==> config.mk <==
export PLATFORM = sky130hd
export DESIGN_NAME = word_boundary_tokenizer
export DESIGN_NICKNAME = d
export VERILOG_FILES = /design/src/rtl/wbt_pkg.sv /design/src/rtl/word_boundary_tokenizer.sv
export SDC_FILE = /design/constraint.sdc
export NUM_CORES = 1
export LEC_CHECK = 0
export BUFFER_PORTS_ARGS = -buffer_cell sky130_fd_sc_hd__buf_2
export CAP_MARGIN = 20
export CORE_MARGIN = 2
export CORE_UTILIZATION = 59
export CTS_CLUSTER_SIZE = 25
export DETAILED_ROUTE_END_ITERATION = 8
export GPL_ROUTABILITY_DRIVEN = 1
export PLACE_DENSITY = 0.8
export SLEW_MARGIN = 20
export SYNTH_ARGS = -nofsm -noshare
export SYNTH_HDL_FRONTEND = slang
export SYNTH_SLANG_ARGS = --single-unit
==> constraint.sdc <==
create_clock -name aclk -period 6.8 [get_ports aclk]
set_clock_uncertainty 0.15 [all_clocks]
set_input_delay 1.02 -clock aclk [delete_from_list [all_inputs] [get_ports aclk]]
set_output_delay 1.02 -clock aclk [all_outputs]
set_load 0.02 [all_outputs]
==> src/rtl/wbt_pkg.sv <==
// ---------------------------------------------------------------------------
// wbt_pkg - word boundary tokenizer package
// Character constants, byte classes and beat field widths for the tokenizer.
// ---------------------------------------------------------------------------
package wbt_pkg;

    // beat field widths
    localparam int BYTE_W   = 8;
    localparam int OFFS_W   = 16;
    localparam int FIELD_W  = 16;
    localparam int M_DATA_W = 3 * FIELD_W;

    // characters with a special role
    localparam logic [BYTE_W-1:0] CHAR_UNDERSCORE = 8'h5F;
    localparam logic [BYTE_W-1:0] CHAR_PERIOD     = 8'h2E;
    localparam logic [BYTE_W-1:0] CHAR_HYPHEN     = 8'h2D;

    // letter, digit or underscore: may open a word
    function automatic logic is_word_begin(input logic [BYTE_W-1:0] c);
        logic upper;
        logic lower;
        logic digit;
        upper = (c >= 8'h41) && (c <= 8'h5A);
        lower = (c >= 8'h61) && (c <= 8'h7A);
        digit = (c >= 8'h30) && (c <= 8'h39);
        return upper || lower || digit || (c == CHAR_UNDERSCORE);
    endfunction

    // any byte that keeps an open word going
    function automatic logic is_word_middle(input logic [BYTE_W-1:0] c);
        return is_word_begin(c) || (c == CHAR_PERIOD) || (c == CHAR_HYPHEN);
    endfunction

endpackage

==> src/rtl/word_boundary_tokenizer.sv <==
// ---------------------------------------------------------------------------
// word_boundary_tokenizer - streaming word finder
// Finds words in a byte stream and reports start, trimmed length and number.
// ---------------------------------------------------------------------------
// usage
//   s_ channel: one text byte per beat in s_tdata, s_tlast on the last byte of
//   a text. s_tlast closes any open word and restarts offsets and numbering.
//   m_ channel: one beat per finished word; s_tdata-side word ends are
//   reported on the beat of the first non-word byte or of the s_tlast byte.
//   m_tdata carries start offset, trimmed length and word number, m_tuser
//   flags words of MAX_WORD bytes or more. offsets and counts saturate.
// timing
//   a byte accepted lands in the input register, then is classified
//   and folded into the word state as it leaves that register, which also loads the
//   result register that drives m_tvalid.
//   one byte per clock sustained; the input register and the result
//   register each advance whenever the result register is empty or taken.
// reset and stall
//   aresetn low empties both registers and clears the word state.
//   while m_tvalid waits on m_tready, one more byte is held in the input
//   register and s_tready drops until the result is taken.
// ---------------------------------------------------------------------------
module word_boundary_tokenizer #(
    parameter int MAX_WORD = 32,
    parameter int MAX_TEXT = 65536
) (
    input  logic        aclk,
    input  logic        aresetn,
    // input beats
    input  logic        s_tvalid,
    output logic        s_tready,
    input  logic [7:0]  s_tdata,   // [7:0] text_byte
    input  logic        s_tlast,   // end_of_text
    // result beats
    output logic        m_tvalid,
    input  logic        m_tready,
    output logic [47:0] m_tdata,   // [15:0] word_start, [31:16] word_length,
                                   // [47:32] word_number
    output logic [0:0]  m_tuser    // [0] too_long
);

    localparam int OW = wbt_pkg::OFFS_W;
    localparam logic [OW-1:0] OFFSET_MAX = OW'(MAX_TEXT - 1);
    localparam logic [OW:0]   LONG_LEN   = (OW + 1)'(MAX_WORD);
    localparam logic [OW-1:0] COUNT_MAX  = {OW{1'b1}};

    // input register
    logic                         in_valid_reg;
    logic [wbt_pkg::BYTE_W-1:0]   in_byte_reg;
    logic                         in_last_reg;

    // word state
    logic          inside_word_reg, inside_word_next;
    logic [OW-1:0] word_begin_reg,  word_begin_next;
    logic [OW:0]   trimmed_end_reg, trimmed_end_next;
    logic [OW-1:0] byte_offset_reg, byte_offset_next;
    logic [OW-1:0] word_count_reg,  word_count_next;

    // result register
    logic                          out_valid_reg;
    logic [wbt_pkg::M_DATA_W-1:0]  out_data_reg, out_data_next;
    logic                          out_long_reg, out_long_next;
    logic                          emit;

    logic out_free;
    logic stage_fire;

    assign out_free   = !out_valid_reg || m_tready;
    assign stage_fire = in_valid_reg && out_free;
    assign s_tready   = !in_valid_reg || out_free;

    // input register load
    always_ff @(posedge aclk) begin
        if (!aresetn) begin
            in_valid_reg <= 1'b0;
        end else if (s_tready) begin
            in_valid_reg <= s_tvalid;
        end
        if (s_tvalid && s_tready) begin
            in_byte_reg <= s_tdata;
            in_last_reg <= s_tlast;
        end
    end

    // word state update and result forming
    always_comb begin
        logic          cb;
        logic          cm;
        logic [OW:0]   len;
        logic [OW:0]   pos_plus;

        cb       = wbt_pkg::is_word_begin(in_byte_reg);
        cm       = wbt_pkg::is_word_middle(in_byte_reg);
        pos_plus = {1'b0, byte_offset_reg} + 1'b1;

        inside_word_next = inside_word_reg;
        word_begin_next  = word_begin_reg;
        trimmed_end_next = trimmed_end_reg;
        word_count_next  = word_count_reg;
        emit             = 1'b0;

        if (inside_word_reg) begin
            if (cm) begin
                if (cb) begin
                    trimmed_end_next = pos_plus;
                end
            end else begin
                emit             = 1'b1;
                inside_word_next = 1'b0;
            end
        end else if (cb) begin
            inside_word_next = 1'b1;
            word_begin_next  = byte_offset_reg;
            trimmed_end_next = pos_plus;
            if (word_count_reg != COUNT_MAX) begin
                word_count_next = word_count_reg + 1'b1;
            end
        end

        // end of text closes an open word on the same beat
        if (in_last_reg && inside_word_next) begin
            emit = 1'b1;
        end

        // result fields from the state before end-of-text clearing
        len = trimmed_end_next - {1'b0, word_begin_next};
        out_data_next[15:0]  = word_begin_next;
        out_data_next[31:16] = len[OW] ? {OW{1'b1}} : len[OW-1:0];
        out_data_next[47:32] = word_count_next;
        out_long_next        = (len >= LONG_LEN);

        // offset advance or restart
        byte_offset_next = byte_offset_reg;
        if (in_last_reg) begin
            inside_word_next = 1'b0;
            byte_offset_next = '0;
            word_count_next  = '0;
        end else if (byte_offset_reg < OFFSET_MAX) begin
            byte_offset_next = byte_offset_reg + 1'b1;
        end
    end

    // word state registers
    always_ff @(posedge aclk) begin
        if (!aresetn) begin
            inside_word_reg <= 1'b0;
            word_begin_reg  <= '0;
            trimmed_end_reg <= '0;
            byte_offset_reg <= '0;
            word_count_reg  <= '0;
        end else if (stage_fire) begin
            inside_word_reg <= inside_word_next;
            word_begin_reg  <= word_begin_next;
            trimmed_end_reg <= trimmed_end_next;
            byte_offset_reg <= byte_offset_next;
            word_count_reg  <= word_count_next;
        end
    end

    // result register
    always_ff @(posedge aclk) begin
        if (!aresetn) begin
            out_valid_reg <= 1'b0;
        end else if (out_free) begin
            out_valid_reg <= stage_fire && emit;
        end
        if (stage_fire && emit) begin
            out_data_reg <= out_data_next;
            out_long_reg <= out_long_next;
        end
    end

    assign m_tvalid   = out_valid_reg;
    assign m_tdata    = out_data_reg;
    assign m_tuser[0] = out_long_reg;

    // a reported word always holds at least one character
    a_len_nonzero: assert property (@(posedge aclk) disable iff (!aresetn)
        out_valid_reg |-> (out_data_reg[31:16] != '0))
        else $error("word reported with zero length");

    // word numbers are 1-based
    a_number_nonzero: assert property (@(posedge aclk) disable iff (!aresetn)
        out_valid_reg |-> (out_data_reg[47:32] != '0))
        else $error("word reported with number zero");

    // long flag agrees with the reported length
    a_long_flag: assert property (@(posedge aclk) disable iff (!aresetn)
        out_valid_reg |-> (out_long_reg == ({1'b0, out_data_reg[31:16]} >= LONG_LEN)))
        else $error("long flag disagrees with length");

    // end of text leaves no word open and restarts the offset
    a_text_restart: assert property (@(posedge aclk) disable iff (!aresetn)
        (stage_fire && in_last_reg) |=> (!inside_word_reg && (byte_offset_reg == '0)))
        else $error("state not restarted after end of text");

endmodule
== Yosys cells after proc, flatten, opt, wreduce, memory -nomap -nowiden ==
Index checks and enable logic that the tools add are counted.
Cells by class
  add/sub/neg operators: 4
  multiply operators: 0
  div/mod/pow operators: 0
  order comparisons: 8
  eq/ne operators: 4
  shift-type cells: 0
  mux-type cells: 18
  bitwise operators: 0
  reductions and logical operators: 18
Operators by type and width (count)
  16-bit two-way mux: 8
  17-bit two-way mux: 3
  16-bit by 1-bit adder with 16-bit output (second input constant): 2
  16-bit by 1-bit adder with 17-bit output (second input constant): 1
  17-bit by 6-bit greater-or-equal comparator with 1-bit output (second input constant): 1
  17-bit by 16-bit subtractor with 17-bit output: 1
  8-bit by 6-bit equality test with 1-bit output (second input constant): 2
  8-bit by 7-bit greater-or-equal comparator with 1-bit output (second input constant): 2
  8-bit by 7-bit less-or-equal comparator with 1-bit output (second input constant): 2
  16-bit less-than comparator (second input constant): 1
  16-bit inequality test (second input constant): 1
  8-bit by 7-bit equality test with 1-bit output (second input constant): 1
  8-bit by 6-bit greater-or-equal comparator with 1-bit output (second input constant): 1
  8-bit by 6-bit less-or-equal comparator with 1-bit output (second input constant): 1
  1-bit logical AND: 7
  1-bit logical OR: 7
  1-bit two-way mux: 7
  1-bit logical NOT: 2
  2-bit AND reduction: 1
  2-bit nonzero test: 1
Word-level totals
  register bits: 126
  latch bits: 0
  RAM bits: 0
  ROM bits: 0
  input port bits: 13
  output and inout port bits: 51
  memories kept: 0

== Longest topological paths before layout ==
Gate-level depths: netlist of run 1.
  word-level depth: 12
  depth in mapped cells: 18
  gate-level depth less buffers: 16

== Worst setup path after synthesis of run 1 ==
Ideal clock, no wire load.
  path type: register to register
  from: reg in_byte_reg[1] in the netlist's numbering
  to: reg out_data_reg (netlist bit m_tdata[0]), enable pin
  arrival time: 5371 ps
  required time: 6118 ps
  slack: 747 ps
  cell stages (with the launch flop): 8
  path through: edfxtp_1 -> or4_1 -> o21ai_0 -> a21oi_1 -> nor2_1 -> buf_2 -> a21oi_1 -> a211oi_1
Between the ends
  longest elaborated chain between the ends: 12
  elaborated cells between the ends (all ways): 25
  those cells by class: order compare (6); eq/ne (3); mux (6); reduce/logical (10)
Ends and longest elaborated chain
  start: declaration: RTL line word_boundary_tokenizer.sv:49  | logic [wbt_pkg::BYTE_W-1:0] in_byte_reg;
  start signal: assignment: RTL line word_boundary_tokenizer.sv:80  | in_byte_reg <= s_tdata;
  8-bit by 7-bit greater-or-equal comparator with 1-bit output, or another cell as far along: RTL line wbt_pkg.sv:23  | upper = (c >= 8'h41) && (c <= 8'h5A);
  1-bit logical AND (on tied branches): RTL line wbt_pkg.sv:23, wbt_pkg.sv:24
  1-bit logical OR (3 in a row): RTL line wbt_pkg.sv:26  | return upper || lower || digit || (c == CHAR_UNDERSCORE);
  1-bit logical OR (2 in a row): RTL line wbt_pkg.sv:31  | return is_word_begin(c) || (c == CHAR_PERIOD) || (c == CHAR_HYPHEN);
  1-bit two-way mux: RTL line word_boundary_tokenizer.sv:103  | if (cm) begin
  1-bit two-way mux: RTL line word_boundary_tokenizer.sv:102  | if (inside_word_reg) begin
  1-bit logical AND: RTL line word_boundary_tokenizer.sv:121  | if (in_last_reg && inside_word_next) begin
  1-bit two-way mux (*): RTL line word_boundary_tokenizer.sv:121
  1-bit logical AND (*): RTL line word_boundary_tokenizer.sv:167  | if (stage_fire && emit) begin
  end signal: assignment: RTL line word_boundary_tokenizer.sv:168  | out_data_reg <= out_data_next;
  end: declaration: RTL line word_boundary_tokenizer.sv:61  | logic [wbt_pkg::M_DATA_W-1:0] out_data_reg, out_data_next;
Every way passes the cells marked *; elsewhere a longest branch is shown, timed or not.
A chain may end at the register's enable or synchronous reset.

== Worst setup path in the final report of run 1 ==
  from: reg in_byte_reg[1] in the netlist's numbering
  to: reg out_long_reg, in the netlist m_tuser (data pin)
Between the ends
  elaborated cells between the ends (all ways): 24
  those cells by class: add/sub (1); order compare (7); eq/ne (3); mux (5); reduce/logical (8)
RTL lines
  8-bit by 7-bit greater-or-equal comparator with 1-bit output, or another cell as far along: RTL line wbt_pkg.sv:23
  1-bit logical AND (on tied branches): RTL line wbt_pkg.sv:23, wbt_pkg.sv:24
  1-bit logical OR (2 in a row): RTL line wbt_pkg.sv:26
  1-bit logical OR (*): RTL line wbt_pkg.sv:26
  16-bit two-way mux (*): RTL line word_boundary_tokenizer.sv:111  | end else if (cb) begin
  16-bit two-way mux (*): RTL line word_boundary_tokenizer.sv:102
  named net out_data_next, one bit: RTL line word_boundary_tokenizer.sv:61
  17-bit by 16-bit subtractor with 17-bit output (*): RTL line word_boundary_tokenizer.sv:126  | len = trimmed_end_next - {1'b0, word_begin_next};
  17-bit by 6-bit greater-or-equal comparator with 1-bit output (*): RTL line word_boundary_tokenizer.sv:130  | out_long_next = (len >= LONG_LEN);
  named net out_long_next: RTL line word_boundary_tokenizer.sv:62  | logic out_long_reg, out_long_next;
  end signal: assignment: RTL line word_boundary_tokenizer.sv:169  | out_long_reg <= out_long_next;
  end: declaration: RTL line word_boundary_tokenizer.sv:62
The timed path passes the listed nets; every way through them passes the cells marked *.

==> results.yml, run 1 <==
place:
  hpwl_um: 9429
  port_buffers: 63
  placedInstanceArea_um2: 6970
  dp_slack_ns: 1.937
  routabilityCongestion: 0.8327
setup_path:
  critPathKind: "flip-flop to flip-flop"
  setup.worst_path.end_class: "flip-flop"
  crit_fanout: 14
  arrival_ns: 5.03
  reg2reg_slack_ns: 1.86
  critPathRequiredTime_ns: 6.89
  startpoint_type: "flip-flop"
cells_and_area:
  stdcell_area_um2: 7521
  area_delta_synth_final_pct: 14.91
  fin_util: 0.6938
  multi_input_area_um2: 3223
  seq_area_um2: 3103
  n_antenna_cell: 0
  fillCellCount: 818
  layout-drive-gt1-share: 0.1713
  largest_register_ffs: 48
  fin_nets: 743
route:
  drc: 0
  routed_wl_um: 14180
  drt-wirelength-per-cell_um: 16.41
  antenna_left: 0
  drt_iter0_markers: 361
  via_per_inst: 5.966
  dr_total_vias: 5155
  dr.pass1.iters: 5
clocking:
  cts_tree: "yes"
  numCtsBuffers: 17
  h-tree-depth: 4
  cts_resized: 0
  worstSkewPairLatency_ns: 0.53
  cts.sinks: 126
  cts.path.max_buffers: 2
  post-cts-setup-buffers: 0
  cts-hold-fix-buffers: 0
  cts.clk_slew.worst_paths_ns: 0.05
  cts_root_buf: "clkbuf_8"
synthesis:
  mappedNetlistArea_um2: 6545
  async_flop_share: 0
  netlist-cell-type-count: 64
  yosysWarnings: 0
  ys_ff_latch: 126
  avgSynthCellArea_um2: 9.992
  synth_edf_count: 58
  yosysSeqAreaShare: 0.4741
  syn-num-nets: 687
  synthFlopType: "dfxtp_1"
  syn_inst: 655
timing:
  hold_viol_final: 0
  fmax_mhz: 202.4
  fin_setup_tns_ns: 0
  fin_crit_ns: 4.940
  tightest_slew_ns: 0.6904
  setup_slack_ns: 1.860
  final_max_slew_viol_count: 0
  finalCritPeriodShare: 0.7264
  finalSetupViolations: 0
  max_slew_margin: 0.5366
  rsz0062_at_grt: "false"
die:
  io_pins: 64
  core-area_um2: 10840
  initial_utilization: 0.6038
  fp.dieH_um: 109.3
  die_area_um2: 11950
  fp.dieW_um: 109.3
  row_count: 38
grt:
  grt_max_degree: 74
  grt.total_usage: 0.2493
  antenna_found_initial: 0
  grt_pass1_vias: 4818
  grt_pass1_wl_um: 23160
  grt-ovfl-total: 0
worst_hold_path:
  hold_path.class: "flip-flop to flip-flop"
pwr:
  power_density_nw_per_um2: 251.5
  p_leak_nw: 3.273
  ir_drop_mv: 0.1344
  total_power_w: 0.001891
run_status:
  status: "finished, final reports clean"
flow_run:
  maxCapViolCount: 0
critical path: stages, from the launching register on:
cell and delay, ns:
edfxtp_1 0.46, or4_1 0.54, o21ai_0 0.15, a21oi_1 0.12
o21ai_4 0.30, mux2_2 0.42, ha_1 0.22, fa_1 0.39
nor2b_1 0.20, o31a_1 0.21, o21ai_1 0.17, o32ai_1 0.52
o41ai_2 0.16, xor2_1 0.17, buf_4 0.21, o21ai_1 0.10
nand4b_1 0.17
layout by cell type, fill, tap and decap left out, types with 10 or more instances in the layout:
cell	n
nand2_1	72
dfxtp_1	68
buf_2	62
edfxtp_1	58
o21ai_0	41
xnor2_1	27
a21oi_1	25
inv_1	24
nor2b_1	24
nor2_1	24
nand3_1	22
mux2i_1	22
o211a_1	22
ha_1	18
nor3_1	16
clkbuf_16	16
xor2_1	12
a21boi_0	12
a31oi_1	11
o21a_1	10
cells by family (layout without fill, tap and decap cells):
group	after synthesis	in the layout	share of synthesized area
AOI/OAI and AO/OA	161	161	0.1740
xor gates and xnor gates	39	39	0.05219
adders and majority gates	19	19	0.03747
buffers and inverters	58	127	0.03690
DFF	126	126	0.4741
muxes	29	29	0.04569
and+or+nand+nor	223	223	0.1797
final timing paths:
kind                                          from                  to  depth (start not counted)
worst max-delay path                in_byte_reg[1]             m_tuser                         16
worst min-delay path            trimmed_end_reg[9]  trimmed_end_reg[9]                          2
worst max register to register      in_byte_reg[1]             m_tuser                         16
worst min register to register  trimmed_end_reg[9]  trimmed_end_reg[9]                          2
cells in the mapped netlist (8+ instances only):
| cell type | number | share of area |
|---|---|---|
| mux2i_1 | 22 | 0.034 |
| a21boi_0 | 12 | 0.014 |
| nand2b_1 | 8 | 0.0076 |
| nor2b_1 | 25 | 0.024 |
| and3_1 | 9 | 0.0086 |
| dfxtp_1 | 68 | 0.21 |
| inv_1 | 24 | 0.014 |
| nor2_1 | 25 | 0.014 |
| edfxtp_1 | 58 | 0.27 |
| a31oi_1 | 11 | 0.011 |
| o211a_1 | 22 | 0.034 |
| a21oi_1 | 25 | 0.019 |
| ha_1 | 18 | 0.034 |
| nand3_1 | 22 | 0.017 |
| o21a_1 | 10 | 0.011 |
| a21o_1 | 8 | 0.0092 |
| nand2_1 | 72 | 0.041 |
| xor2_1 | 12 | 0.016 |
| xnor2_1 | 27 | 0.036 |
| nor3_1 | 16 | 0.012 |
| o21ai_0 | 41 | 0.031 |
| clkbuf_1 | 23 | 0.013 |
layer usage:
layer	vias to the layer above	global-route usage	routed length (um)
li1	2482	-	-
met1	2464	0.3249	6143
met2	182	0.4034	7017
met3	27	0.04742	735
met4	0	0.1139	285
met5	-	0	0
metrics by stage:
step | instances | hold WS (ns)
6_report | 864 | 0.3159
5_1_grt | 864 | 0.3432
4_1_cts | 864 | 0.3184
3_5_place_dp | 832 | 0.3111
3_3_place_gp | 831 | 0.3047
2_1_floorplan | 655 | 0.2937
report_power, final:
group	internal (W)	total [W]	switching, W
clock network	0.000534	0.000839	0.000305
logic	0.0000852	0.000222	0.000137
registers	0.000820	0.000830	0.0000103
final cells by class:
class / count / share of cell area
clock inverter: 9 / 0.01214
timing repair buffer: 71 / 0.05074
inverter: 24 / 0.01198
sequential: 126 / 0.4126
clock buffer: 23 / 0.06072
tap: 140 / 0.02329
multi-input combinational: 471 / 0.4285
Note: power is estimated with default switching activity, not from simulation.
==> inputs of run 2 (changes only) <==
==> constraint.sdc (replaced) <==
create_clock -name aclk -period 4.77 [get_ports aclk]
set_clock_uncertainty 0.15 [all_clocks]
set_input_delay 0.7155 -clock aclk [delete_from_list [all_inputs] [get_ports aclk]]
set_output_delay 0.7155 -clock aclk [all_outputs]
set_load 0.02 [all_outputs]
==> results.yml, run 2 (synthesis results as in run 1) <==
setup_path:
  reg2reg_slack_ns: 0.15
  startpoint_type: "flip-flop"
  crit_top_cell: "a21oi_1"
  critPathKind: "flip-flop to flip-flop"
  arrival_ns: 4.73
  crit_fanout: 7
  crit_path_max_incr_delay_ns: 0.50
  crit_buf_inv: 3
  rr_startpoint: "in_byte_reg[2]"
  worstRegToRegCells: 17
  critPathTopFamily: "compound AO/OA/AOI/OAI gates"
  crit_chain: "or4_1, o21ai_1, a21oi_1, o21ai_4, buf_6, mux2i_2, inv_1, fa_1, nor2b_2, o31a_1, o21ai_2, buf_4, o21ai_0, a21oi_1, xnor2_1, a2111oi_2, nand4b_1"
  critPathRequiredTime_ns: 4.88
  r2r_end: "m_tuser"
  setup.worst_path.end_class: "flip-flop"
  slowest_stage: "or4_1"
clocking:
  worstSkewPairLatency_ns: 0.53
  h-tree-depth: 4
  cts.sinks: 126
  cts_root_buf: "clkbuf_8"
  cts.path.max_buffers: 2
  cts.clk_slew.worst_paths_ns: 0.06
  cts_tree: "yes"
  numCtsBuffers: 17
  cts-hold-fix-buffers: 0
timing:
  max_slew_margin: 0.3862
  finalCritPeriodShare: 0.9688
  tightest_slew_ns: 0.9188
  fin_setup_tns_ns: 0
  fmax_mhz: 216.4
  fin_crit_ns: 4.621
  hold_viol_final: 0
  finalSetupViolations: 0
  final_max_slew_viol_count: 0
route:
  dr.pass1.iters: 7
  dr_total_vias: 5280
  drt_iter0_markers: 330
  routed_wl_um: 14590
  drc: 0
  drt-wirelength-per-cell_um: 16.69
  antenna_left: 0
  via_per_inst: 6.041
worst_hold_path:
  hold_path.class: "input port to flip-flop"
  min_from: "s_tdata[7]"
  hold_depth: 1
  min_to: "in_byte_reg[7]"
cells_and_area:
  final_common_cell: "nand2_1"
  fin_util: 0.7124
  fin_nets: 753
  largest_register_ffs: 48
  final_cell_mix: "nand2_1, dfxtp_1, buf_2, edfxtp_1, o21ai_0"
  n_antenna_cell: 0
  area_delta_synth_final_pct: 17.99
  stdcell_area_um2: 7722
  layout-drive-gt1-share: 0.2030
grt:
  grt_pass1_vias: 4899
  grt-ovfl-total: 0
  antenna_found_initial: 0
  grt_max_degree: 74
  grt.total_usage: 0.2515
  grt_pass1_wl_um: 23170
die:
  initial_utilization: 0.6038
  core-area_um2: 10840
  fp.dieW_um: 109.3
  row_count: 38
  die_area_um2: 11950
  fp.dieH_um: 109.3
  io_pins: 64
pwr:
  total_power_w: 0.002857
  ir_drop_mv: 0.2217
  power_density_nw_per_um2: 370.0
  p_leak_nw: 3.338
place:
  placedInstanceArea_um2: 7019
  routabilityCongestion: 0.9071
  port_buffers: 63
  hpwl_um: 9753
flow_run:
  maxCapViolCount: 0
run_status:
  status: "finished, final reports clean"
run 2: what timing repair did:
action / in CTS / in global routing
buffers inserted: 0 / 3
gates cloned: 0 / 0
setup endpoints to repair: 1 / 17
pin swaps: 0 / 2
resized for setup: 2 / 16
run 2: worst max path at each step:
stage | from | to | slack [ns] | depth (start not counted)
floorplan | in_byte_reg[1] | m_tdata[23] | 0.26 | 16
global placement | in_byte_reg[1] | m_tuser | 0.29 | 15
detailed placement | in_byte_reg[1] | m_tuser | -0.08 | 15
CTS | in_byte_reg[1] | m_tuser | 0.02 | 15
global route | in_byte_reg[2] | m_tuser | -0.16 | 17
finish | in_byte_reg[2] | m_tuser | 0.15 | 17
run 2: power breakdown:
part	total [W]	switching [W]	internal [W]
Clock	0.00133	0.000463	0.000869
Sequential	0.00118	0.0000152	0.00117
Combinational	0.000342	0.000205	0.000137
run 2: final cells by class:
cell class	count	area, um2
repair buffers	81	460.4
inverters	24	90.09
well taps	140	175.2
flip-flops and latches	126	3103
multi-input cells	471	3278
fillers	745	3118
clock inverters	10	130.1
clock buffers	22	485.5
run 2: per-stage QoR:
stage / hold WS [ns] / cells / worst slack [ns]
2_1_floorplan: 0.2937 / 655 / 0.2649
3_3_place_gp: 0.3056 / 839 / 0.2887
3_5_place_dp: 0.3150 / 839 / -0.07593
4_1_cts: 0.1931 / 871 / 0.02433
5_1_grt: 0.1881 / 874 / -0.1604
6_report: 0.2085 / 874 / 0.1488
run 2: metal layers:
metal	GRT usage	vias to the layer above	share of wire
li1	-	2502	-
met1	0.3094	2558	0.41
met2	0.4228	181	0.51
met3	0.04979	39	0.048
met4	0.1230	0	0.029
met5	0	-	0
